## config.mk

```make
export PLATFORM = sky130hd
export DESIGN_NAME = c2p_gain
export DESIGN_NICKNAME = d
export VERILOG_FILES = /design/src/rtl/core/cartesian_to_polar_core_defines.svh /design/src/rtl/core/c2p_pkg.sv /design/src/rtl/core/c2p_gain.sv
export SDC_FILE = /design/constraint.sdc
export NUM_CORES = 1
export LEC_CHECK = 0
export ABC_AREA = 0
export BUFFER_PORTS_ARGS = -buffer_cell sky130_fd_sc_hd__buf_4
export CORE_MARGIN = 2
export CORE_UTILIZATION = 57
export DETAILED_ROUTE_END_ITERATION = 12
export PLACE_DENSITY = 0.77
export SKIP_CTS_REPAIR_TIMING = 1
export SLEW_MARGIN = 20
export SYNTH_ARGS = -nofsm -noshare
export SYNTH_HDL_FRONTEND = slang
export SYNTH_SLANG_ARGS = --single-unit
export TNS_END_PERCENT = 10
```

## constraint.sdc

```tcl
create_clock -name clock -period 7.75 [get_ports clock]
set_clock_uncertainty 0.05 [all_clocks]
set_input_delay 1.1625 -clock clock [delete_from_list [all_inputs] [get_ports clock]]
set_output_delay 1.1625 -clock clock [all_outputs]
set_load 0.01 [all_outputs]
```

## src/rtl/core/cartesian_to_polar_core_defines.svh

```systemverilog
// ----------------------------------------------------------------------------
// cartesian_to_polar_core_defines
// assertion macros shared by the cartesian to polar core
// ----------------------------------------------------------------------------
`ifndef CARTESIAN_TO_POLAR_CORE_DEFINES_SVH
`define CARTESIAN_TO_POLAR_CORE_DEFINES_SVH

// condition in the same cycle implies consequence
`define C2P_ASSERT_IMPLIES(label, clk, rst, ante, cons, msg) \
   label: assert property (@(posedge clk) disable iff (rst) (ante) |-> (cons)) \
      else $error(msg);

// condition must never be seen
`define C2P_ASSERT_NEVER(label, clk, rst, cond, msg) \
   label: assert property (@(posedge clk) disable iff (rst) !(cond)) \
      else $error(msg);

`endif

```

## src/rtl/core/c2p_pkg.sv

```systemverilog
// ----------------------------------------------------------------------------
// c2p_pkg
// widths, constants and pipeline payload types of the cartesian to polar core
// ----------------------------------------------------------------------------
package c2p_pkg;

   // field widths
   localparam int COORD_BITS     = 20;
   localparam int ANGLE_BITS     = 16;
   localparam int ROTATION_STEPS = 16;
   localparam int XFLOOR_BITS    = COORD_BITS - 4;

   // cordic datapath: magnitude shifted up by guard bits, headroom for gain
   localparam int GUARD_SHIFT  = 8;
   localparam int CORDIC_BITS  = COORD_BITS + GUARD_SHIFT + 2;
   localparam int ZACC_BITS    = 32;
   localparam int ATAN_ENTRIES = 24;

   // inverse gain multiply split into high and low partial products
   localparam int INV_BITS      = 32;
   localparam int LO_SPLIT      = 16;
   localparam int HI_BITS       = CORDIC_BITS - 1 - LO_SPLIT;
   localparam int HI_PROD_BITS  = HI_BITS + INV_BITS;
   localparam int LO_PROD_BITS  = LO_SPLIT + INV_BITS;
   localparam int SUM_BITS      = HI_PROD_BITS + 1;
   localparam int MAG_SHIFT     = LO_SPLIT + GUARD_SHIFT;
   localparam int MAG_WIDE_BITS = SUM_BITS - MAG_SHIFT;

   localparam logic [63:0] INV_GAIN_BASE = 64'd2608131496;
   localparam logic [63:0] INV_GAIN_WIDE =
      INV_GAIN_BASE + ((64'd2 * INV_GAIN_BASE / 64'd3) >> (2 * ROTATION_STEPS));
   localparam logic [INV_BITS-1:0] INV_GAIN = INV_GAIN_WIDE[INV_BITS-1:0];

   localparam logic [SUM_BITS-1:0] MAG_ROUND = SUM_BITS'(1) << (MAG_SHIFT - 1);
   localparam logic [MAG_WIDE_BITS-1:0] MAG_MAX =
      MAG_WIDE_BITS'((64'd1 << COORD_BITS) - 64'd1);
   localparam logic [COORD_BITS-1:0] MAG_ONE = COORD_BITS'(16);
   localparam logic [XFLOOR_BITS-1:0] XFLOOR_ORIGIN = XFLOOR_BITS'(1);

   // angle accumulator: 2^32 units per turn
   localparam logic [ZACC_BITS-1:0] QUARTER_TURN = 32'h4000_0000;
   localparam logic [ZACC_BITS-1:0] HALF_TURN    = 32'h8000_0000;
   localparam logic [ZACC_BITS-1:0] THREEQ_TURN  = 32'hC000_0000;
   localparam logic [ZACC_BITS:0]   ANGLE_ROUND  =
      (ZACC_BITS+1)'(1) << (ZACC_BITS - 1 - ANGLE_BITS);

   // output angle codes for quadrant limits
   localparam logic [ANGLE_BITS-1:0] ANGLE_QUARTER = ANGLE_BITS'(1) << (ANGLE_BITS - 2);
   localparam logic [ANGLE_BITS-1:0] ANGLE_THREEQ  = ANGLE_BITS'(3) << (ANGLE_BITS - 2);

   // arctan(2^-i) in turn units, rounded to nearest
   localparam logic [ZACC_BITS-1:0] ATAN_TABLE [ATAN_ENTRIES] = '{
      32'd536870912, 32'd316933406, 32'd167458907, 32'd85004756,
      32'd42667331,  32'd21354465,  32'd10679838,  32'd5340245,
      32'd2670163,   32'd1335087,   32'd667544,    32'd333772,
      32'd166886,    32'd83443,     32'd41722,     32'd20861,
      32'd10430,     32'd5215,      32'd2608,      32'd1304,
      32'd652,       32'd326,       32'd163,       32'd81
   };

   // per-point flags that ride along the pipeline
   typedef struct packed {
      logic                   origin;
      logic                   x_zero;
      logic                   y_zero;
      logic                   x_neg;
      logic                   y_neg;
      logic [XFLOOR_BITS-1:0] x_floor;
   } side_type;

   // cordic working set of one point
   typedef struct packed {
      logic signed [CORDIC_BITS-1:0] cx;
      logic signed [CORDIC_BITS-1:0] cy;
      logic signed [ZACC_BITS-1:0]   z;
      side_type                      side;
   } cordic_type;

endpackage

```

## src/rtl/core/c2p_gain.sv

```systemverilog
// ----------------------------------------------------------------------------
// c2p_gain
// gain correction, quadrant placement, rounding and the output register
// ----------------------------------------------------------------------------
module c2p_gain (
   input  logic                                   clock,
   input  logic                                   reset,
   input  logic                                   in_valid,
   output logic                                   in_ready,
   input  c2p_pkg::cordic_type                    in_data,
   output logic                                   out_valid,
   input  logic                                   out_ready,
   output logic [c2p_pkg::COORD_BITS-1:0]         magnitude,
   output logic [c2p_pkg::ANGLE_BITS-1:0]         angle,
   output logic signed [c2p_pkg::XFLOOR_BITS-1:0] x_floor
);
   import c2p_pkg::*;

   // multiply stage registers
   logic                      mul_valid_ff;
   logic [HI_PROD_BITS-1:0]   hi_ff;
   logic [LO_PROD_BITS-1:0]   lo_ff;
   logic [ZACC_BITS-1:0]      ang_ff;
   side_type                  side_ff;
   logic                      mul_ready;

   // output registers
   logic                      rsp_valid_ff;
   logic [COORD_BITS-1:0]     mag_ff;
   logic [ANGLE_BITS-1:0]     angle_ff;
   logic [XFLOOR_BITS-1:0]    xfl_ff;
   logic                      rsp_ready;

   logic [HI_BITS-1:0]        hi_src;
   logic [LO_SPLIT-1:0]       lo_src;
   logic [HI_PROD_BITS-1:0]   hi_in;
   logic [LO_PROD_BITS-1:0]   lo_in;
   logic [ZACC_BITS-1:0]      z_clamp;
   logic [ZACC_BITS-1:0]      ang_in;
   logic [SUM_BITS-1:0]       mag_sum;
   logic [MAG_WIDE_BITS-1:0]  mag_wide;
   logic [ZACC_BITS:0]        ang_round;
   logic [COORD_BITS-1:0]     mag_in;
   logic [ANGLE_BITS-1:0]     angle_in;
   logic [XFLOOR_BITS-1:0]    xfl_in;

   assign rsp_ready = !rsp_valid_ff || out_ready;
   assign mul_ready = !mul_valid_ff || rsp_ready;
   assign in_ready  = mul_ready;

   // partial products of x times the inverse gain
   always_comb begin
      hi_src = in_data.cx[CORDIC_BITS-2:LO_SPLIT];
      lo_src = in_data.cx[LO_SPLIT-1:0];
      hi_in  = HI_PROD_BITS'(hi_src) * HI_PROD_BITS'(INV_GAIN);
      lo_in  = LO_PROD_BITS'(lo_src) * LO_PROD_BITS'(INV_GAIN);
   end

   // clamp to the first quadrant, then place by the input signs
   always_comb begin
      if (in_data.z[ZACC_BITS-1]) begin
         z_clamp = '0;
      end else if (in_data.z > signed'(QUARTER_TURN)) begin
         z_clamp = QUARTER_TURN;
      end else begin
         z_clamp = in_data.z;
      end

      if (in_data.side.x_zero) begin
         ang_in = in_data.side.y_neg ? THREEQ_TURN : QUARTER_TURN;
      end else if (in_data.side.y_zero) begin
         ang_in = in_data.side.x_neg ? HALF_TURN : '0;
      end else if (!in_data.side.x_neg && !in_data.side.y_neg) begin
         ang_in = z_clamp;
      end else if (in_data.side.x_neg && !in_data.side.y_neg) begin
         ang_in = HALF_TURN - z_clamp;
      end else if (in_data.side.x_neg) begin
         ang_in = HALF_TURN + z_clamp;
      end else begin
         ang_in = '0 - z_clamp;
      end
   end

   // multiply stage valid
   always_ff @(posedge clock) begin
      if (reset) begin
         mul_valid_ff <= 1'b0;
      end else if (mul_ready) begin
         mul_valid_ff <= in_valid;
      end
   end

   // multiply stage payload
   always_ff @(posedge clock) begin
      if (mul_ready && in_valid) begin
         hi_ff   <= hi_in;
         lo_ff   <= lo_in;
         ang_ff  <= ang_in;
         side_ff <= in_data.side;
      end
   end

   // sum partial products, round and saturate; round the angle; fixed results at the origin
   always_comb begin
      mag_sum   = SUM_BITS'(hi_ff) + SUM_BITS'(lo_ff >> LO_SPLIT) + MAG_ROUND;
      mag_wide  = mag_sum[SUM_BITS-1:MAG_SHIFT];
      ang_round = {1'b0, ang_ff} + ANGLE_ROUND;

      if (side_ff.origin) begin
         mag_in   = MAG_ONE;
         angle_in = '0;
         xfl_in   = XFLOOR_ORIGIN;
      end else begin
         mag_in   = (mag_wide > MAG_MAX) ? MAG_MAX[COORD_BITS-1:0]
                                         : mag_wide[COORD_BITS-1:0];
         angle_in = ang_round[ZACC_BITS-1 -: ANGLE_BITS];
         xfl_in   = side_ff.x_floor;
      end
   end

   // output register valid
   always_ff @(posedge clock) begin
      if (reset) begin
         rsp_valid_ff <= 1'b0;
      end else if (rsp_ready) begin
         rsp_valid_ff <= mul_valid_ff;
      end
   end

   // output register payload
   always_ff @(posedge clock) begin
      if (rsp_ready && mul_valid_ff) begin
         mag_ff   <= mag_in;
         angle_ff <= angle_in;
         xfl_ff   <= xfl_in;
      end
   end

   assign out_valid = rsp_valid_ff;
   assign magnitude = mag_ff;
   assign angle     = angle_ff;
   assign x_floor   = signed'(xfl_ff);
endmodule

```

==> results of run 1 <==
[layer usage]
metal	vias to the layer above	share of wire, %	routed length (microns)	track usage, %
met2	407	47	22500	43.8
met3	50	7.3	3500	7.02
met5	-	0	0	0
li1	6823	-	-	-
met1	7074	44	21000	35.8
met4	0	1.5	709	5.27
[state kept, by name, indices dropped and copies added, names as in the netlist]
register and cells:
ang_ff 17, angle 16, hi_ff 42, lo_ff 29, magnitude 20, mul_valid_ff 1, out_valid 1, side_ff 17
x_floor 16
[cells in the final DEF, fill, tap and decap left out, types with 54 or more instances in the layout]
cell type and count:
a21oi_1 86, buf_4 192, edfxtp_1 157, fa_1 305
ha_1 332, inv_1 485, nand2_1 56, nor2_1 87
xnor2_1 54, xor2_1 61
[metrics by stage]
stage	hold slack, ns	instances	utilization [%]
floorplan	0.428	1975	-
global route	0.462	2646	64.7
CTS	0.452	2646	64.7
global placement	0.438	2615	63.2
finish	0.457	2646	64.7
detailed placement	0.438	2615	63.2
[critical path, delay by kind of cell]
kind / cells / cell delay, ns
fa+ha+maj: 7 / 3.29
compound gates: 8 / 1.92
buf+inv: 6 / 0.58
simple gates: 1 / 0.37
xor+xnor: 1 / 0.09
[how the worst max path moves through the flow]
stage                end  cells after the start
6_report       lo_ff[42]                     23
5_1_grt        lo_ff[40]                     24
4_1_cts        lo_ff[42]                     24
3_5_place_dp   lo_ff[42]                     24
3_3_place_gp   lo_ff[42]                     23
2_1_floorplan  lo_ff[42]                     21
[cell type report]
cell class / instances / area [sq um]
multi-input combinational: 1311 / 14500
fill: 2924 / 12900
sequential: 159 / 4750
inverter: 485 / 1820
timing repair buffer: 192 / 1440
tap: 468 / 586
clock buffer: 18 / 429
clock inverter: 13 / 114
[kinds of logic after synthesis]
logic type	after synthesis	synth area share [%]
xor gates and xnor gates	115	4.77
and+or+nand+nor	295	7.10
adders and majority gates	637	48.5
AOI/OAI and AO/OA	263	8.02
DFF	159	22.5
buffers and inverters	505	9.00
muxes	1	0.0710
==> results.md, run 1 <==
- Sequential fraction of the synthesis area: between 20 and 25%
- Max transition margin: between 30% and 40%
- Top-area cell type share of the netlist area: 28.9%
- Synth Cell Area: 21,100 sq um
- Initial Util: 57.9%
- TritonCTS clock tree: built
- Total track usage: 26.6%
- Via count of the routed design: 14,400
- Post-synthesis cell type count: 62
- Unrepaired setup endpoints after global routing: no
- R2r worst-path depth: 13
- WS Path Type: input pin to register
- Number of diodes: 0
- Via-to-Cell Ratio: 5.42
- Design area: between 20,000 and 25,000 sq um
- Clock Path Buffers: 2
- DRC errors left: 0
- Worst Hold End: x_floor[0]
- CP cell instances: buf_4, ha_1, fa_1, inv_1, fa_1, inv_1, fa_1, fa_1, inv_1, fa_1, inv_1, ha_1, a21o_1, a21o_1, a2111oi_0, buf_4, o31ai_1, a41o_1, o31ai_1, o221ai_1, or2_2, a21boi_0, xnor2_1
- Slowest CP cell: fa_1
- Post-placement cell area: ~23,000 sq um
- GP Congestion: 0.992
- Final setup margin: 0.451 ns
- Layout area overhead: 11.8%
- Synth Register Bits: 159
- Post-route minimum period: 7.30 ns
- Period Utilization, post-route: 94.2%
- Die X: 197 microns
- Root Buffer: clkbuf_16
- Drt wl/cell: 18.0 microns
- CP endpoint kind: register
- Io pins: 171
- Dpl ws: ~0.08 ns
- First-pass GRT wire length: between 70 and 80 mm
- Top-count cell post-synth: inv_1
- Peak Freq: 137 MHz
- Initial antenna violation count: 0
- Clk_lat worst skew: between 0.4 and 0.5 ns
- YS warnings: 0
- Worst Hold Depth: 1
- Die height: 197 microns
- Drt total wl: 47.7 mm
- Avg Inst Size Synth: ~11 sq um
- Final setup viols: 0
- Clk sinks: 159
- Cells after Synth: 1,975
- Vias in the first global route: ~16,000
- HPWL after DPL: slightly above 40 mm
- Status: finished clean
- Fin. Hold Viols: 0
- Max incr delay on CP: 0.62 ns
- Commonest cells in the netlist: 485 x inv_1, 332 x ha_1, 305 x fa_1
- Setup TNS: 0 ns
- Nets@finish: roughly 2,900
- Clk slew on worst S/H paths: around 0.060 ns
- Final antenna-violating net count: 0
- Worst reg2reg endpoint: magnitude[14]
- Synth Net Count: 2,729
- Pin count of the biggest net entering global routing: 72
- Worst-path maximum fanout: 4
- Asr flop ratio synth: 0%
- PortBufs: 139
- R2R setup slack: ~3.5 ns
- Yosys top cell by area: fa_1
- Grt total ovfl: 0
- Critical Path RT: 7.88 ns
- Synth area leaders: fa_1 29%, edfxtp_1 22%, ha_1 20%
- Layout cell share with drive strength beyond 1: 11.2%
- Post-synth EDFFs: 157
- Critical Path AT: 7.43 ns
- CP Launch Point: in_data[96]
- Core area: around 37,000 sq um
- Worst r2r src: hi_ff[8]
- Most used cell, CP: fa_1
- CTS buffer count: 17
- Die area: 38,600 sq um
- Primary FF master, synth: edfxtp_1
- Row count: 70
- Worst Hold Class: register to register
- Final max-slew violation count: 0
- DRT Pass-1 Iters: 5
- First DRT Iteration DRCs: 664
- Hold Crit Start: side_ff[0]
- H-tree depth: 4
- Worst Max-Slew Pin Slew: 1.02 ns
- Max cap viols: 0
- Crit path launch type: input pin
Power of run 1 is not shown: default switching activity piles up to over one toggle a cycle in this logic, so the estimate is an artifact.
==> run 2, diff against run 1 <==
--- a/config.mk
+++ b/config.mk
@@ -5,10 +5,10 @@
 export SDC_FILE = /design/constraint.sdc
 export NUM_CORES = 1
 export LEC_CHECK = 0
-export ABC_AREA = 0
+export ABC_AREA = 1
 export BUFFER_PORTS_ARGS = -buffer_cell sky130_fd_sc_hd__buf_4
 export CORE_MARGIN = 2
-export CORE_UTILIZATION = 57
+export CORE_UTILIZATION = 60
 export DETAILED_ROUTE_END_ITERATION = 12
 export PLACE_DENSITY = 0.77
 export SKIP_CTS_REPAIR_TIMING = 1
==> constraint.sdc (replaced) <==
create_clock -name clock -period 7.2 [get_ports clock]
set_clock_uncertainty 0.05 [all_clocks]
set_input_delay 1.08 -clock clock [delete_from_list [all_inputs] [get_ports clock]]
set_output_delay 1.08 -clock clock [all_outputs]
set_load 0.01 [all_outputs]
==> run 2 against run 1 <==
First-iteration DRC count grew 130%; hold slack gained 0.020 ns; synthesized cell count grew 38%; flip-flop and latch count is the same; critical path type unchanged; via count grew 30%; utilization grew 2.4 points; critical path depth grew 2; design area grew 10%; worst setup slack gained 0.30 ns; register-to-register slack gained 0.13 ns; clock-buffer cell count is the same.
==> results.md, run 2 <==
- Status: finished clean
- Setup TNS: 0 ns
- Most flop-heavy register: hi_ff
- Post-synthesis cell type count: 53
- Final max-slew violation count: 0
- Top-count cell post-synth: inv_1
- Nets@finish: 3,643
- Worst Hold Class: register to register
- Critical Path RT: ~7.3 ns
- Clk sinks: 159
- Worst r2r src: hi_ff[6]
- H-tree depth: 4
- Clk slew on worst S/H paths: ~0.060 ns
- Primary FF master, synth: edfxtp_1
- Post-synth EDFFs: 157
- CTS buffer count: 17
- Synth Register Bits: 159
- Max transition margin: 36.7%
- Worst Max-Slew Pin Slew: 0.947 ns
- Post-route minimum period: 6.45 ns
- Peak Freq: around 150 MHz
- YS warnings: 0
- Period Utilization, post-route: 89.6%
- Row count: just over 70
- CP endpoint kind: register
- Synth Net Count: 3,488
- GP Congestion: 1.05
- TritonCTS clock tree: built
- Crit path capture: lo_ff[39]
- Commonest cells in the netlist: 688 x inv_1, 352 x nand2_1, 332 x ha_1
- Final antenna-violating net count: 0
- Die height: 203 microns
- Initial antenna violation count: 2
- PortBufs: 139
- Sequential fraction of the synthesis area: 20.1%
- DRT Pass-1 Iters: 5
- Final setup viols: 0
- Number of diodes: 0
- Worst reg2reg endpoint: magnitude[19]
- Layout area overhead: 9.81%
- Grt total ovfl: 0
- Clock Path Buffers: 2
- Critical Path AT: 6.59 ns
- Hold Crit Start: side_ff[12]
- Cells after Synth: between 2,000 and 3,000
- First DRT Iteration DRCs: 1,546
- Max reg flops: 42
- Unrepaired setup endpoints after global routing: no
- Fin. Hold Viols: 0
- Vias in the first global route: 18,900
- Via count of the routed design: 18,600
- Fill cells: 3,195
- Drt total wl: 65.0 mm
- Pin count of the biggest net entering global routing: 67
- Core area: between 30,000 and 40,000 sq um
- Synth Cell Area: 23,700 sq um
- Root Buffer: clkbuf_16
- Die area: 41,100 sq um
- Clk_lat worst skew: 0.44 ns
- Via-to-Cell Ratio: 5.45
- Top-area cell type share of the netlist area: 25.8%
- CP Launch Point: in_data[93]
- Avg Inst Size Synth: 8.67 sq um
- Layout cell share with drive strength beyond 1: around 7.0%
- Crit path launch type: input pin
- R2r worst-path depth: 14
- HPWL after DPL: 56.6 mm
- Most frequent cells in the layout: 687 x inv_1, 352 x nand2_1, 332 x ha_1
- Asr flop ratio synth: 0%
- DRC errors left: 0
- Yosys top cell by area: fa_1
- Max cap viols: 0
- First-pass GRT wire length: around 100 mm
- WS Path Type: input pin to register
- Commonest non-fill, non-tap cell in the layout: inv_1
- Drt wl/cell: 19.0 microns
- Initial Util: 61.1%
- Io pins: 171
- Synth area leaders: fa_1 26%, edfxtp_1 20%, ha_1 18%
- Total track usage: 32.9%
- Worst-path maximum fanout: 6
- R2R setup slack: ~3.7 ns
- Die X: 203 microns
==> run 2: cell count changes after synthesis, sizes merged, moves of 11 or more <==
cell,previous run,this run
a21o,46,19
nor3,16,27
a21oi,86,150
inv,485,688
and3,14,3
xnor2,54,29
a31oi,9,30
o21ai,41,105
nor2,87,298
nand3,22,78
nand2,56,352
nor2b,30,0
==> run 2: how the worst min path moves through the flow <==
stage,slack (ns),cells past startpoint,end
after floorplan,0.39,2,out_valid
after global placement,0.46,1,x_floor[0]
after detailed placement,0.46,2,x_floor[12]
after CTS,0.48,2,x_floor[12]
after global routing,0.52,2,x_floor[13]
final,0.48,2,x_floor[12]
==> run 2: per-layer routing <==
metal / GRT usage [%] / up-vias / share of wire (%)
li1: - / 8933 / -
met2: 49.1 / 736 / 43
met4: 7.09 / 4 / 1.8
met1: 48.7 / 8880 / 46
met5: 0 / - / 0.028
met3: 8.22 / 81 / 9.1
==> run 2: cell families after synthesis <==
logic type                 Yosys count  share of synthesized area [%]
and+or+nand+nor                    796                           13.7
buffers and inverters              702                           11.2
adders and majority gates          637                           43.3
AOI/OAI and AO/OA                  354                           8.54
DFF                                159                           20.1
xor gates and xnor gates            86                           3.18
==> run 2: worst max-delay path, stage by stage <==
cell and delay [ns]:
buf_4 0.17, ha_1 0.51, inv_1 0.15, fa_1 0.49, inv_1 0.12, nand2_1 0.10, nand2_1 0.08, inv_1 0.05
ha_1 0.36, fa_1 0.53, fa_1 0.56, inv_1 0.06, fa_1 0.53, inv_1 0.04, ha_1 0.37, nand2_1 0.13
nor2_1 0.14, inv_1 0.07, nor2_1 0.09, inv_1 0.06, nor3_1 0.40, a21oi_1 0.19, nor2_1 0.13, nor2_1 0.06
xnor2_1 0.11
==> run 2: final cells by class <==
cell class                      instances  area [sq um]  share of cell area [%]
Clock inverter                         14           190                   0.730
Clock buffer                           18           429                    1.65
Timing Repair Buffer                  149          1120                    4.30
Inverter                              689          2590                    9.94
Multi-Input combinational cell       1873         16300                    62.6
Tap cell                              518           648                    2.49
Sequential cell                       159          4750                    18.3
==> run 2: through the flow <==
| stage | cells | utilization [%] | hold WS [ns] | instance area [sq um] | worst slack [ns] |
|---|---|---|---|---|---|
| after floorplan | 2734 | - | 0.395 | 23700 | 1.12 |
| after global placement | 3388 | 65.5 | 0.456 | 25400 | 0.415 |
| after detailed placement | 3388 | 65.5 | 0.465 | 25400 | 0.378 |
| after CTS | 3420 | 67.1 | 0.479 | 26000 | 0.811 |
| after global routing | 3420 | 67.1 | 0.519 | 26000 | 0.402 |
| final | 3420 | 67.1 | 0.477 | 26000 | 0.748 |
Power of run 2 is left out for the same reason.
