File: config.mk
export PLATFORM = sky130hd
export DESIGN_NAME = c2p_prep
export DESIGN_NICKNAME = d
export VERILOG_FILES = /design/src/rtl/core/cartesian_to_polar_core_defines.svh /design/src/rtl/core/c2p_pkg.sv /design/src/rtl/core/c2p_prep.sv
export SDC_FILE = /design/constraint.sdc
export NUM_CORES = 1
export LEC_CHECK = 0
export BUFFER_PORTS_ARGS = -buffer_cell sky130_fd_sc_hd__buf_2
export CAP_MARGIN = 20
export CORE_MARGIN = 3
export CORE_UTILIZATION = 42
export CTS_CLUSTER_SIZE = 28
export DETAILED_ROUTE_END_ITERATION = 10
export MAX_ROUTING_LAYER = met4
export PLACE_DENSITY = 0.85
export SLEW_MARGIN = 10
export SYNTH_ARGS = -nofsm -noshare
export SYNTH_HDL_FRONTEND = slang
export SYNTH_SLANG_ARGS = --single-unit
File: constraint.sdc
create_clock -name clock -period 5.1 [get_ports clock]
set_clock_uncertainty 0.2 [all_clocks]
set_input_delay 1.02 -clock clock [delete_from_list [all_inputs] [get_ports clock]]
set_output_delay 1.02 -clock clock [all_outputs]
set_load 0.02 [all_outputs]
File: src/rtl/core/cartesian_to_polar_core_defines.svh
// ----------------------------------------------------------------------------
// cartesian_to_polar_core_defines
// assertion macros shared by the cartesian to polar core
// ----------------------------------------------------------------------------
`ifndef CARTESIAN_TO_POLAR_CORE_DEFINES_SVH
`define CARTESIAN_TO_POLAR_CORE_DEFINES_SVH

// condition in the same cycle implies consequence
`define C2P_ASSERT_IMPLIES(label, clk, rst, ante, cons, msg) \
   label: assert property (@(posedge clk) disable iff (rst) (ante) |-> (cons)) \
      else $error(msg);

// condition must never be seen
`define C2P_ASSERT_NEVER(label, clk, rst, cond, msg) \
   label: assert property (@(posedge clk) disable iff (rst) !(cond)) \
      else $error(msg);

`endif

File: src/rtl/core/c2p_pkg.sv
// ----------------------------------------------------------------------------
// c2p_pkg
// widths, constants and pipeline payload types of the cartesian to polar core
// ----------------------------------------------------------------------------
package c2p_pkg;

   // field widths
   localparam int COORD_BITS     = 20;
   localparam int ANGLE_BITS     = 16;
   localparam int ROTATION_STEPS = 16;
   localparam int XFLOOR_BITS    = COORD_BITS - 4;

   // cordic datapath: magnitude shifted up by guard bits, headroom for gain
   localparam int GUARD_SHIFT  = 8;
   localparam int CORDIC_BITS  = COORD_BITS + GUARD_SHIFT + 2;
   localparam int ZACC_BITS    = 32;
   localparam int ATAN_ENTRIES = 24;

   // inverse gain multiply split into high and low partial products
   localparam int INV_BITS      = 32;
   localparam int LO_SPLIT      = 16;
   localparam int HI_BITS       = CORDIC_BITS - 1 - LO_SPLIT;
   localparam int HI_PROD_BITS  = HI_BITS + INV_BITS;
   localparam int LO_PROD_BITS  = LO_SPLIT + INV_BITS;
   localparam int SUM_BITS      = HI_PROD_BITS + 1;
   localparam int MAG_SHIFT     = LO_SPLIT + GUARD_SHIFT;
   localparam int MAG_WIDE_BITS = SUM_BITS - MAG_SHIFT;

   localparam logic [63:0] INV_GAIN_BASE = 64'd2608131496;
   localparam logic [63:0] INV_GAIN_WIDE =
      INV_GAIN_BASE + ((64'd2 * INV_GAIN_BASE / 64'd3) >> (2 * ROTATION_STEPS));
   localparam logic [INV_BITS-1:0] INV_GAIN = INV_GAIN_WIDE[INV_BITS-1:0];

   localparam logic [SUM_BITS-1:0] MAG_ROUND = SUM_BITS'(1) << (MAG_SHIFT - 1);
   localparam logic [MAG_WIDE_BITS-1:0] MAG_MAX =
      MAG_WIDE_BITS'((64'd1 << COORD_BITS) - 64'd1);
   localparam logic [COORD_BITS-1:0] MAG_ONE = COORD_BITS'(16);
   localparam logic [XFLOOR_BITS-1:0] XFLOOR_ORIGIN = XFLOOR_BITS'(1);

   // angle accumulator: 2^32 units per turn
   localparam logic [ZACC_BITS-1:0] QUARTER_TURN = 32'h4000_0000;
   localparam logic [ZACC_BITS-1:0] HALF_TURN    = 32'h8000_0000;
   localparam logic [ZACC_BITS-1:0] THREEQ_TURN  = 32'hC000_0000;
   localparam logic [ZACC_BITS:0]   ANGLE_ROUND  =
      (ZACC_BITS+1)'(1) << (ZACC_BITS - 1 - ANGLE_BITS);

   // output angle codes for quadrant limits
   localparam logic [ANGLE_BITS-1:0] ANGLE_QUARTER = ANGLE_BITS'(1) << (ANGLE_BITS - 2);
   localparam logic [ANGLE_BITS-1:0] ANGLE_THREEQ  = ANGLE_BITS'(3) << (ANGLE_BITS - 2);

   // arctan(2^-i) in turn units, rounded to nearest
   localparam logic [ZACC_BITS-1:0] ATAN_TABLE [ATAN_ENTRIES] = '{
      32'd536870912, 32'd316933406, 32'd167458907, 32'd85004756,
      32'd42667331,  32'd21354465,  32'd10679838,  32'd5340245,
      32'd2670163,   32'd1335087,   32'd667544,    32'd333772,
      32'd166886,    32'd83443,     32'd41722,     32'd20861,
      32'd10430,     32'd5215,      32'd2608,      32'd1304,
      32'd652,       32'd326,       32'd163,       32'd81
   };

   // per-point flags that ride along the pipeline
   typedef struct packed {
      logic                   origin;
      logic                   x_zero;
      logic                   y_zero;
      logic                   x_neg;
      logic                   y_neg;
      logic [XFLOOR_BITS-1:0] x_floor;
   } side_type;

   // cordic working set of one point
   typedef struct packed {
      logic signed [CORDIC_BITS-1:0] cx;
      logic signed [CORDIC_BITS-1:0] cy;
      logic signed [ZACC_BITS-1:0]   z;
      side_type                      side;
   } cordic_type;

endpackage

File: src/rtl/core/c2p_prep.sv
// ----------------------------------------------------------------------------
// c2p_prep
// input stage: absolute values, guard shift and special-case flags
// ----------------------------------------------------------------------------
module c2p_prep (
   input  logic                                  clock,
   input  logic                                  reset,
   input  logic                                  in_valid,
   output logic                                  in_ready,
   input  logic signed [c2p_pkg::COORD_BITS-1:0] x_coord,
   input  logic signed [c2p_pkg::COORD_BITS-1:0] y_coord,
   output logic                                  out_valid,
   input  logic                                  out_ready,
   output c2p_pkg::cordic_type                   out_data
);
   import c2p_pkg::*;

   logic                          valid_ff;
   cordic_type                    data_ff;
   cordic_type                    data_in;
   logic signed [CORDIC_BITS-1:0] x_ext;
   logic signed [CORDIC_BITS-1:0] y_ext;
   logic signed [CORDIC_BITS-1:0] x_abs;
   logic signed [CORDIC_BITS-1:0] y_abs;

   assign in_ready  = !valid_ff || out_ready;
   assign out_valid = valid_ff;
   assign out_data  = data_ff;

   // folding into the first quadrant
   always_comb begin
      x_ext = CORDIC_BITS'(x_coord);
      y_ext = CORDIC_BITS'(y_coord);
      x_abs = x_coord[COORD_BITS-1] ? -x_ext : x_ext;
      y_abs = y_coord[COORD_BITS-1] ? -y_ext : y_ext;

      data_in.cx             = x_abs <<< GUARD_SHIFT;
      data_in.cy             = y_abs <<< GUARD_SHIFT;
      data_in.z              = '0;
      data_in.side.x_zero    = (x_coord == '0);
      data_in.side.y_zero    = (y_coord == '0);
      data_in.side.origin    = (x_coord == '0) && (y_coord == '0);
      data_in.side.x_neg     = x_coord[COORD_BITS-1];
      data_in.side.y_neg     = y_coord[COORD_BITS-1];
      // floor(x / 16) is the arithmetic shift, zero stays zero
      data_in.side.x_floor   = x_coord[COORD_BITS-1:4];
   end

   // stage valid
   always_ff @(posedge clock) begin
      if (reset) begin
         valid_ff <= 1'b0;
      end else if (in_ready) begin
         valid_ff <= in_valid;
      end
   end

   // stage payload
   always_ff @(posedge clock) begin
      if (in_ready && in_valid) begin
         data_ff <= data_in;
      end
   end
endmodule

==> tab_implementation.tex, run 1 <==
\begin{tabular}{lr}
\hline
Metric & Value \\
\hline
\multicolumn{2}{l}{\textbf{Run status}} \\
Status & finished, final reports clean \\
\multicolumn{2}{l}{\textbf{Final layout}} \\
Layout Utilization & a little over half \\
Antenna diode count & 0 \\
Final layout net count & around 400 \\
Layout cells sized above 1 & between 30\% and 40\% \\
Fin area & approximately 3800 um2 \\
Relative area change from synthesis to final layout & 20.11\% \\
\multicolumn{2}{l}{\textbf{Critical path}} \\
R2R cell count & 3 \\
Reg2Reg Setup Slack & roughly 3000 ps \\
Worst Setup Start Kind & input port \\
Capturing point of the worst reg2reg path & out\_data[12] \\
Largest fanout on the critical path & 4 \\
Source of the worst register-to-register timing path & out\_valid \\
Max stage delay cell, worst path & or3b\_2 \\
Arrival @ worst endpoint & 2650 ps \\
Type of the worst setup path & input port to flop \\
Required time worst endpoint & just under 5000 ps \\
Setup crit end kind & flop \\
CP cell instances & buf\_2 -> inv\_1 -> ha\_1 -> or3b\_2 -> or3\_4 -> o41ai\_1 -> xnor2\_1 \\
Delay of the slowest cell on the worst path & roughly 500 ps \\
\multicolumn{2}{l}{\textbf{Timing}} \\
Normalized max-slew margin & a little under three fifths \\
Worst hold slack & roughly 320 ps \\
Final period demand of the worst path & about 2800 ps \\
Final total negative setup slack & 0 ps \\
Max-slew violation total from the final report & 0 \\
Unrepaired setup endpoints after global routing & false \\
Hold Vio Cnt, Final & 0 \\
Worst-Margin Slew & between 600 and 700 ps \\
Period utilization & between 50\% and 60\% \\
\# setup viols final & 0 \\
Max frequency & around 360 MHz \\
\multicolumn{2}{l}{\textbf{Die}} \\
Die Outline Area & roughly 8600 um2 \\
Std-Cell Core Area & about 7000 um2 \\
Die width & about 92 um \\
Number of placement rows & 30 \\
Vert. Die Dim & between 90 and 100 um \\
Boundary pin count & between 150 and 200 \\
Starting utilization of the core area & roughly 45\% \\
\multicolumn{2}{l}{\textbf{Synthesis}} \\
Most used DFF post-synth & edfxtp\_1 \\
Post-synth EDFFs & 64 \\
Share of the yosys chip area belonging to registers & roughly 60\% \\
Mapped Area & around 3100 um2 \\
Flops \& latches, synth & 65 \\
Number of distinct library cells after synthesis & 31 \\
Average footprint of a synthesized cell & about 13 um2 \\
Cells after Synth & 234 \\
FFs w/ async S/R, synth & 0\% \\
Number of warning messages in the yosys log & 0 \\
\multicolumn{2}{l}{\textbf{CTS}} \\
Setup fix buffers added after clock tree synthesis & 0 \\
CTS H-tree depth & 3 \\
Number of buffers created by CTS & 9 \\
Clock-pin slew of the registers on the worst-case setup and hold paths & 70 ps \\
Hold Buf Count CTS & 0 \\
Post\_cts resized & 0 \\
Clock Path Buffers & 2 \\
Count of clock tree sinks & 65 \\
Clock Latency Late Sink & 310 ps \\
CTS tree & done \\
Clock root cell & clkbuf\_8 \\
\multicolumn{2}{l}{\textbf{Placement}} \\
Instance area at placement & $\sim$3600 um2 \\
Final HPWL DP & about 4.4 mm \\
Number of buffer cells added on primary ports & 110 \\
Final weighted congestion in routability-driven placement & $\sim$0.84 \\
\multicolumn{2}{l}{\textbf{Power and ir drop}} \\
Reg power frac & between 50\% and 60\% \\
Comb pwr share & around 17\% \\
Relative contribution of the clock network to total power & 29.2\% \\
Leakage power figure & 1.546 nW \\
Cell internal pwr & just under 0.9 mW \\
Total power & between 1 and 1.5 mW \\
Maximum vdd drop & approximately 0.14 mV \\
Power dissipated by switching net loads & between 0.3 and 0.4 mW \\
Switching part of the total & between 20\% and 30\% \\
Pwr/cell area & 319.0 nW/um2 \\
\multicolumn{2}{l}{\textbf{Detailed routing}} \\
Top layer in use & met4 \\
Post-Route M1 WL & roughly 2.2 mm \\
DRC violation total after the first TritonRoute iteration & 96 \\
Met2 WL & $\sim$2.8 mm \\
Wire length on met3 & between 500 and 600 um \\
Vias/cell & between 4 and 5 \\
Post-detailed-routing wire length & 5.762 mm \\
Via count & 2,073 \\
Routed wire per std cell & 12.72 um \\
Total iterations of the first detailed-routing run & 4 \\
Antenna Violating Nets Remaining & 0 \\
DRC & 0 \\
\multicolumn{2}{l}{\textbf{Min path}} \\
Path class of the lowest-slack min-delay path & flop to flop \\
Hold path startpoint & out\_valid \\
Hold Path Cell Cnt & 2 \\
Worst hold path endpoint & out\_valid \\
\multicolumn{2}{l}{\textbf{Global route}} \\
Total Routing Usage GR & 12.98\% \\
Vias in the first global route & 1,812 \\
Grt total ovfl & 0 \\
Maximum number of pins on one net before global-route repair & 37 \\
Antenna violations before repair & 0 \\
First-pass GRT wire length & between 8 and 9 mm \\
\multicolumn{2}{l}{\textbf{Run}} \\
Max capacitance violation total & 0 \\
\hline
\end{tabular}
## cells by family after synthesis
group | count (synthesis) | share of synthesized area, %
buffers and inverters | 60 | 13.42
XOR/XNOR | 34 | 9.478
AND/OR/NAND/NOR | 42 | 8.005
adder cells (fa/ha/maj) | 2 | 0.7964
flip-flops | 65 | 61.81
AO/OA/AOI/OAI | 30 | 6.372
other | 1 | 0.1194
## per-stage QoR
stage	setup WS, ps	instances
after floorplan	1644	285
after global placement	2057	438
after detailed placement	1992	438
after CTS	2330	453
after global routing	2237	453
final	2310	453
## layer usage
| metal | GRT usage (%) | vias to the layer above |
|---|---|---|
| met2 | 21.33 | 129 |
| li1 | - | 990 |
| met5 | - | - |
| met4 | 7.054 | 0 |
| met3 | 1.706 | 13 |
| met1 | 15.54 | 941 |
## synthesized netlist by cell type (3+ instances only)
library cell,instances,area share (%)
edfxtp_1,64,61
buf_4,50,12
xnor2_1,32,8.9
o21ai_0,14,2.2
nand2_1,10,1.2
o31ai_1,8,1.9
nor4_1,7,1.4
inv_1,6,0.72
o41ai_1,5,1.4
nor2_1,4,0.48
nand2b_1,3,0.60
or3_1,3,0.60
or4_1,3,0.72
## registers in the layout (all words and copies together), names as in the netlist
signal	count
out_data	64
out_valid	1
## power groups by stage
stage          Clock (mW)  Sequential, mW  Combinational, mW
6_report            0.351           0.644              0.209
5_1_grt             0.384           0.646              0.225
4_1_cts             0.363           0.644              0.209
3_5_place_dp            0           0.656              0.209
3_3_place_gp            0           0.655              0.205
2_1_floorplan           0           0.707              0.114
## worst max-delay path by stage
stage,from,end,slack (ps),cells past startpoint
floorplan,out_ready,out_data[0],1640,2
global placement,x_coord[1],out_data[103],2060,7
detailed placement,x_coord[1],out_data[103],1990,7
CTS,x_coord[1],out_data[103],2330,7
global route,x_coord[1],out_data[103],2240,7
finish,x_coord[1],out_data[103],2310,7
## worst max-delay path, delay by kind of cell
| family | cells | cell delay [ps] |
|---|---|---|
| AOI/OAI and AO/OA | 1 | 320 |
| xor gates and xnor gates | 1 | 110 |
| adders and majority gates | 1 | 170 |
| buffers and inverters | 2 | 170 |
| and+or+nand+nor | 2 | 860 |
## layout make-up
type                    instances  area (um2)
fillers                       575        3246
flip-flops and latches         65        1942
multi-input cells             160       970.9
repair buffers                111       558.0
clock buffers                   9       123.9
well taps                      96       120.1
clock inverters                 6       36.28
inverters                       6       22.52
## cell usage in the layout (no fill, tap or decap), types with 6 or more instances in the layout
master / synthesis / final
buf_2: 1 / 110
clkbuf_8: 0 / 9
conb_1: 1 / 52
edfxtp_1: 64 / 64
inv_1: 6 / 6
nand2_1: 10 / 10
nor4_1: 7 / 7
o21ai_0: 14 / 14
o31ai_1: 8 / 8
xnor2_1: 32 / 32
Power figures use the tool's default switching activity.
==> inputs of run 2 (changes only) <==
--- a/config.mk
+++ b/config.mk
@@ -5,6 +5,7 @@
 export SDC_FILE = /design/constraint.sdc
 export NUM_CORES = 1
 export LEC_CHECK = 0
+export ABC_AREA = 1
 export BUFFER_PORTS_ARGS = -buffer_cell sky130_fd_sc_hd__buf_2
 export CAP_MARGIN = 20
 export CORE_MARGIN = 3
@@ -12,7 +13,7 @@
 export CTS_CLUSTER_SIZE = 28
 export DETAILED_ROUTE_END_ITERATION = 10
 export MAX_ROUTING_LAYER = met4
-export PLACE_DENSITY = 0.85
+export PLACE_DENSITY = 0.86
 export SLEW_MARGIN = 10
 export SYNTH_ARGS = -nofsm -noshare
 export SYNTH_HDL_FRONTEND = slang
==> constraint.sdc (replaced) <==
create_clock -name clock -period 2.37 [get_ports clock]
set_clock_uncertainty 0.2 [all_clocks]
set_input_delay 0.474 -clock clock [delete_from_list [all_inputs] [get_ports clock]]
set_output_delay 0.474 -clock clock [all_outputs]
set_load 0.02 [all_outputs]
==> run 2 against run 1 <==
Net effect: final cell count up 33%; highest routed layer unchanged; global-route usage increased by 3.7 points; routed wire length increased by 34%; setup slack got worse by 1600 ps; sequential power rose by 110%.
==> tab_implementation.tex, run 2 <==
\begin{tabular}{lr}
\hline
Metric & Value \\
\hline
\multicolumn{2}{l}{\textbf{Critical path}} \\
Max stage delay cell, worst path & dfxtp\_1 \\
Delay of the slowest cell on the worst path & 400 ps (-100 ps) \\
Required time worst endpoint & 1700 ps (-3260 ps) \\
Setup crit end kind & output port \\
Type of the worst setup path & flop to output port \\
Number of buffer and inverter instances along the worst setup path & 1 (-1) \\
CP cell instances & nand2\_1 -> buf\_2 \\
Worst Setup Start Kind & flop \\
Arrival @ worst endpoint & 1020 ps (-1630 ps) \\
Largest fanout on the critical path & 3 (-1) \\
Top Family by Delay on Critical Path & flip-flops \\
\multicolumn{2}{l}{\textbf{Run}} \\
Max capacitance violation total & 0 (unchanged) \\
\multicolumn{2}{l}{\textbf{Global route}} \\
First-pass GRT wire length & 12.36 mm (+45\%) \\
Antenna violations before repair & 0 (unchanged) \\
Maximum number of pins on one net before global-route repair & 65 (+76\%) \\
Grt total ovfl & 0 (unchanged) \\
Total Routing Usage GR & 16.68\% (+3.7 points) \\
Vias in the first global route & 2,621 (+45\%) \\
\multicolumn{2}{l}{\textbf{Power and ir drop}} \\
Leakage power figure & 2.080 nW (+35\%) \\
Maximum vdd drop & 0.2205 mV (+62\%) \\
Pwr/cell area & 661.9 nW/um2 (+110\%) \\
\multicolumn{2}{l}{\textbf{Timing}} \\
Final total negative setup slack & 0 ps (unchanged) \\
Hold Vio Cnt, Final & 0 (unchanged) \\
Worst hold slack & 104.4 ps (-212.9 ps) \\
\# setup viols final & 0 (unchanged) \\
Max frequency & roughly 590 MHz \\
Period utilization & between 70\% and 80\% \\
Max-slew violation total from the final report & 0 (unchanged) \\
Final period demand of the worst path & approximately 1700 ps \\
Setup slack of the critical path after layout & 677.8 ps (-1632 ps) \\
Unrepaired setup endpoints after global routing & false \\
\multicolumn{2}{l}{\textbf{Die}} \\
Boundary pin count & 159 (unchanged) \\
Die width & 97.33 um (+5.2\%) \\
Vert. Die Dim & 97.33 um (+5.2\%) \\
Die Outline Area & 9473 um2 (+11\%) \\
Number of placement rows & 32 (+6.7\%) \\
Starting utilization of the core area & 44.19\% (-0.57 points) \\
Std-Cell Core Area & 7928 um2 (+13\%) \\
\multicolumn{2}{l}{\textbf{CTS}} \\
CTS H-tree depth & 3 (unchanged) \\
Clock-pin slew of the registers on the worst-case setup and hold paths & 70 ps (about the same) \\
Count of clock tree sinks & 65 (unchanged) \\
Clock Latency Late Sink & 330 ps (+20 ps) \\
Setup fix buffers added after clock tree synthesis & 0 (unchanged) \\
Clock Path Buffers & 2 (unchanged) \\
Clock root cell & clkbuf\_8 \\
Post\_cts resized & 0 (unchanged) \\
Hold Buf Count CTS & 0 (unchanged) \\
CTS tree & done \\
Number of buffers created by CTS & 9 (unchanged) \\
\multicolumn{2}{l}{\textbf{Synthesis}} \\
Number of distinct library cells after synthesis & 22 (-29\%) \\
Top-area cell type share of the netlist area & 54.86\% (-6.3 points) \\
Biggest area consumer among synthesized cells & edfxtp\_1 \\
Most used DFF post-synth & edfxtp\_1 \\
Top-count cell post-synth & nand2\_1 \\
Mapped Area & 3503 um2 (+12\%) \\
Share of the yosys chip area belonging to registers & 55.43\% (-6.4 points) \\
Average footprint of a synthesized cell & 9.342 um2 (-30\%) \\
Cells after Synth & 375 (+60\%) \\
Post-synth EDFFs & 64 (unchanged) \\
Flops \& latches, synth & 65 (unchanged) \\
Biggest area contributors in the synthesized netlist & edfxtp\_1 55\%, buf\_4 11\%, nand2\_1 11\% \\
FFs w/ async S/R, synth & 0\% (unchanged) \\
Number of warning messages in the yosys log & 0 (unchanged) \\
Top post-synthesis cells by count & 98 x nand2\_1, 64 x edfxtp\_1, 50 x buf\_4 \\
\multicolumn{2}{l}{\textbf{Detailed routing}} \\
Via count & 2,816 (+36\%) \\
DRC & 0 (unchanged) \\
Vias/cell & 4.686 (+2.4\%) \\
Post-detailed-routing wire length & 7.721 mm (+34\%) \\
Total iterations of the first detailed-routing run & 6 (+2) \\
DRC violation total after the first TritonRoute iteration & 147 (+53\%) \\
Antenna Violating Nets Remaining & 0 (unchanged) \\
Routed wire per std cell & 12.85 um (+1.0\%) \\
\multicolumn{2}{l}{\textbf{Placement}} \\
Final HPWL DP & 5.889 mm (+34\%) \\
Number of buffer cells added on primary ports & 110 (unchanged) \\
Number of cells in the design after placement & 585 (+34\%) \\
Pre-CTS WS & 422.0 ps (-1570 ps) \\
Final weighted congestion in routability-driven placement & 0.8489 (+0.63\%) \\
\multicolumn{2}{l}{\textbf{Run status}} \\
Status & finished, final reports clean \\
\multicolumn{2}{l}{\textbf{Final layout}} \\
Layout Utilization & 53.03\% (-0.73 points) \\
Largest register FFs & 64 (unchanged) \\
Relative area change from synthesis to final layout & 20.00\% (about the same) \\
Most common cell after layout, fill and taps aside & buf\_2 \\
Antenna diode count & 0 (unchanged) \\
Final layout net count & 540 (+35\%) \\
Most frequent cells in the layout & 110 x buf\_2, 98 x nand2\_1, 64 x edfxtp\_1 \\
Non-filler cells, final & 601 (+33\%) \\
Layout cells sized above 1 & 26.85\% (-10 points) \\
\multicolumn{2}{l}{\textbf{Min path}} \\
Path class of the lowest-slack min-delay path & input port to flop \\
\hline
\end{tabular}
==> run 2: cell types whose count changed in the layout (fill, tap and decap cells not counted), moves of 5 or more <==
cell,previous run,this run
o31ai_1,8,0
nor2_1,4,41
nor4_1,7,1
nand3_1,2,27
nand3b_1,0,9
o21ai_0,14,9
nand2_1,10,98
inv_1,6,43
o41ai_1,5,0
xnor2_1,32,2
xor2_1,2,12
==> run 2: cells by family (layout without fill, tap and decap cells) <==
logic type	after synthesis	in the layout	synth area share, %
xor gates and xnor gates	14	14	3.500
and+or+nand+nor	185	185	22.79
other	1	52	0.1070
adders and majority gates	2	2	0.7142
buffers and inverters	97	170	15.89
DFF	65	65	55.43
AOI/OAI and AO/OA	11	11	1.571
==> run 2: layer usage <==
| layer | GRT usage [%] | routed length [um] |
|---|---|---|
| met1 | 18.35 | 2802 |
| met2 | 28.61 | 3836 |
| met3 | 5.240 | 901 |
| met4 | 5.857 | 180 |
| met5 | - | 0 |
==> run 2: cell type report <==
| cell class | count | area, um2 |
|---|---|---|
| Tap cell | 102 | 127.6 |
| Clock buffer | 9 | 123.9 |
| Multi-Input combinational cell | 264 | 1207 |
| Timing Repair Buffer | 111 | 570.5 |
| Clock inverter | 7 | 71.32 |
| Inverter | 43 | 161.4 |
| Fill cell | 727 | 3724 |
| Sequential cell | 65 | 1942 |
==> run 2: worst paths after layout <==
kind | slack (ps) | cells past startpoint | startpoint | end
setup / recovery | 680 | 2 | out_valid | in_ready
hold / removal | 100 | 2 | reset | out_valid
setup reg to reg | 970 | 2 | out_valid | out_data[65]
hold reg to reg | 380 | 2 | out_valid | out_valid
==> run 2: power breakdown <==
group | internal (mW) | leakage, nW | switching (mW)
combinational | 0.134 | 1.36 | 0.355
sequential | 1.36 | 0.631 | 0.0199
clock | 0.483 | 0.0929 | 0.431
==> run 2: worst register-to-register path, cell delays in order (launching register included) <==
cell and delay, ps:
dfxtp_1 350, a21oi_4 170, buf_12 320
==> run 2: per-stage QoR <==
step | instance area [um2] | power (mW)
floorplan | 3706 | 1.786
global placement | 4009 | 1.878
detailed placement | 4009 | 1.893
CTS | 4204 | 2.811
global route | 4204 | 2.917
finish | 4204 | 2.783
==> inputs of run 3 (changes only) <==
--- a/config.mk
+++ b/config.mk
@@ -13,7 +13,7 @@
 export CTS_CLUSTER_SIZE = 28
 export DETAILED_ROUTE_END_ITERATION = 10
 export MAX_ROUTING_LAYER = met4
-export PLACE_DENSITY = 0.86
+export PLACE_DENSITY = 0.83
 export SLEW_MARGIN = 10
 export SYNTH_ARGS = -nofsm -noshare
 export SYNTH_HDL_FRONTEND = slang
==> constraint.sdc (replaced) <==
create_clock -name clock -period 1.6 [get_ports clock]
set_clock_uncertainty 0.2 [all_clocks]
set_input_delay 0.32 -clock clock [delete_from_list [all_inputs] [get_ports clock]]
set_output_delay 0.32 -clock clock [all_outputs]
set_load 0.02 [all_outputs]
==> run 3 against run 2 <==
Net effect: flip-flop and latch count did not move; routed wire length fell by 0.65%; setup slack got worse by 550 ps; clock-buffer cell count did not move; die area did not move; sequential power rose by 48%; core utilization rose by 2.7 points; total power rose by 49%; global-route usage fell by 0.20 points; clock power rose by 44%; non-clock buffer count rose by 22.
==> tab_implementation.tex, run 3 (synthesis results as in run 2) <==
\begin{tabular}{lr}
\hline
Metric & Value \\
\hline
\multicolumn{2}{l}{\textbf{Power and ir drop}} \\
Pwr/cell area & 936.3 nW/um2 (+41\%) \\
Leakage power figure & 2.191 nW (+5.4\%) \\
Maximum vdd drop & 0.5068 mV (+130\%) \\
\multicolumn{2}{l}{\textbf{Placement}} \\
Final weighted congestion in routability-driven placement & 0.8937 (+5.3\%) \\
Number of buffer cells added on primary ports & 110 (unchanged) \\
Final HPWL DP & 5.801 mm (-1.5\%) \\
Number of cells in the design after placement & 598 (+2.2\%) \\
\multicolumn{2}{l}{\textbf{Run status}} \\
Status & finished, final reports clean \\
\multicolumn{2}{l}{\textbf{Global route}} \\
Grt total ovfl & 0 (unchanged) \\
Antenna violations before repair & 0 (unchanged) \\
First-pass GRT wire length & 12.11 mm (-2.1\%) \\
Maximum number of pins on one net before global-route repair & 41 (-37\%) \\
Total Routing Usage GR & 16.48\% (-0.20 points) \\
Vias in the first global route & 2,665 (+1.7\%) \\
\multicolumn{2}{l}{\textbf{Critical path}} \\
Setup crit end kind & flop \\
Worst Setup Start Kind & input port \\
Required time worst endpoint & 1500 ps (-200 ps) \\
Arrival @ worst endpoint & 1370 ps (+350 ps) \\
Type of the worst setup path & input port to flop \\
Largest fanout on the critical path & 5 (+2) \\
\multicolumn{2}{l}{\textbf{Detailed routing}} \\
Total iterations of the first detailed-routing run & 4 (-2) \\
DRC violation total after the first TritonRoute iteration & 105 (-29\%) \\
DRC & 0 (unchanged) \\
Via count & 2,881 (+2.3\%) \\
Antenna Violating Nets Remaining & 0 (unchanged) \\
Vias/cell & 4.632 (-1.1\%) \\
Routed wire per std cell & 12.33 um (-4.0\%) \\
Post-detailed-routing wire length & 7.671 mm (-0.65\%) \\
\multicolumn{2}{l}{\textbf{Final layout}} \\
Non-filler cells, final & 622 (+3.5\%) \\
Final layout net count & 562 (+4.1\%) \\
Relative area change from synthesis to final layout & 26.21\% \\
Layout cells sized above 1 & 28.65\% (+1.8 points) \\
Most common cell after layout, fill and taps aside & buf\_2 \\
Antenna diode count & 0 (unchanged) \\
Largest register FFs & 64 (unchanged) \\
Most frequent cells in the layout & 110 x buf\_2, 98 x nand2\_1, 64 x edfxtp\_1 \\
\multicolumn{2}{l}{\textbf{CTS}} \\
Clock Path Buffers & 2 (unchanged) \\
Setup fix buffers added after clock tree synthesis & 0 (unchanged) \\
Number of buffers created by CTS & 9 (unchanged) \\
CTS H-tree depth & 3 (unchanged) \\
Count of clock tree sinks & 65 (unchanged) \\
Clock Latency Late Sink & 340 ps (about the same) \\
Clock root cell & clkbuf\_8 \\
CTS tree & done \\
Clock-pin slew of the registers on the worst-case setup and hold paths & 70 ps (about the same) \\
\multicolumn{2}{l}{\textbf{Die}} \\
Die Outline Area & 9473 um2 (unchanged) \\
Die width & 97.33 um (unchanged) \\
Number of placement rows & 32 (unchanged) \\
Vert. Die Dim & 97.33 um (unchanged) \\
Boundary pin count & 159 (unchanged) \\
Starting utilization of the core area & 44.19\% (unchanged) \\
Std-Cell Core Area & 7928 um2 (unchanged) \\
\multicolumn{2}{l}{\textbf{Timing}} \\
Max-slew violation total from the final report & 0 (unchanged) \\
Period utilization & between 90\% and 100\% \\
Hold Vio Cnt, Final & 0 (unchanged) \\
Worst hold slack & 26.33 ps (-78.04 ps) \\
Max frequency & between 600 and 700 MHz \\
Unrepaired setup endpoints after global routing & false \\
\# setup viols final & 0 (unchanged) \\
Final period demand of the worst path & about 1500 ps \\
\multicolumn{2}{l}{\textbf{Run}} \\
Max capacitance violation total & 0 (unchanged) \\
\multicolumn{2}{l}{\textbf{Min path}} \\
Path class of the lowest-slack min-delay path & input port to flop \\
\hline
\end{tabular}
run 3: cell types whose count changed in the layout (fill, tap and decap cells not counted), sizes merged:
| cell | delta |
|---|---|
| dlygate4sd3 | +9 |
| buf | +13 |
| clkinv | -1 |
run 3: final cells by class:
class,instances,area [um2]
clock buffer,9,123.9
clock inverter,6,60.06
fill,687,3506
inverter,43,161.4
multi-input combinational,264,1207
sequential,65,1946
tap,102,127.6
timing repair buffer,133,795.8
run 3: routing by layer:
metal / track usage, % / share of wire (%)
met1: 16.83 / 37
met2: 28.82 / 50
met3: 5.456 / 11
met4: 7.242 / 2.0
met5: - / 0
run 3: timing repair:
action	in CTS	in global routing
resized for setup	0	0
hold endpoints to repair	9	0
hold buffers	9	0
run 3: per-stage QoR:
| stage | TNS [ps] | setup slack [ps] | instance area (um2) | utilization [%] | power [mW] |
|---|---|---|---|---|---|
| floorplan | -31070 | -485.5 | 3710 | - | 2.645 |
| global placement | -566.9 | -112.6 | 4148 | 52.32 | 2.819 |
| detailed placement | -1550 | -211.8 | 4148 | 52.32 | 2.837 |
| CTS | 0 | 124.3 | 4422 | 55.78 | 4.191 |
| global route | 0 | 53.30 | 4422 | 55.78 | 4.338 |
| finish | 0 | 132.2 | 4422 | 55.78 | 4.140 |
run 3: worst paths after layout:
check	start	to	slack, ps	cells after the start
setup reg to reg	out_valid	out_data[82]	270	2
hold reg to reg	out_valid	out_valid	310	2
hold / removal	x_coord[8]	out_data[4]	30	1
setup / recovery	y_coord[1]	out_data[75]	130	10
run 3: where the power goes:
| part | leakage [nW] | switching [mW] | internal (mW) |
|---|---|---|---|
| sequential | 0.632 | 0.0281 | 2.01 |
| clock | 0.0909 | 0.619 | 0.701 |
| combinational | 1.47 | 0.533 | 0.244 |
| total | 2.19 | 1.18 | 2.96 |
run 3: worst max-delay path, stage by stage:
cell and delay, ps:
buf_2 90, inv_1 110, ha_1 180, nand2_1 110
nor2_4 180, nand2_1 90, nand2_1 100, nand2_1 70
nand2_1 70, nand2_1 40
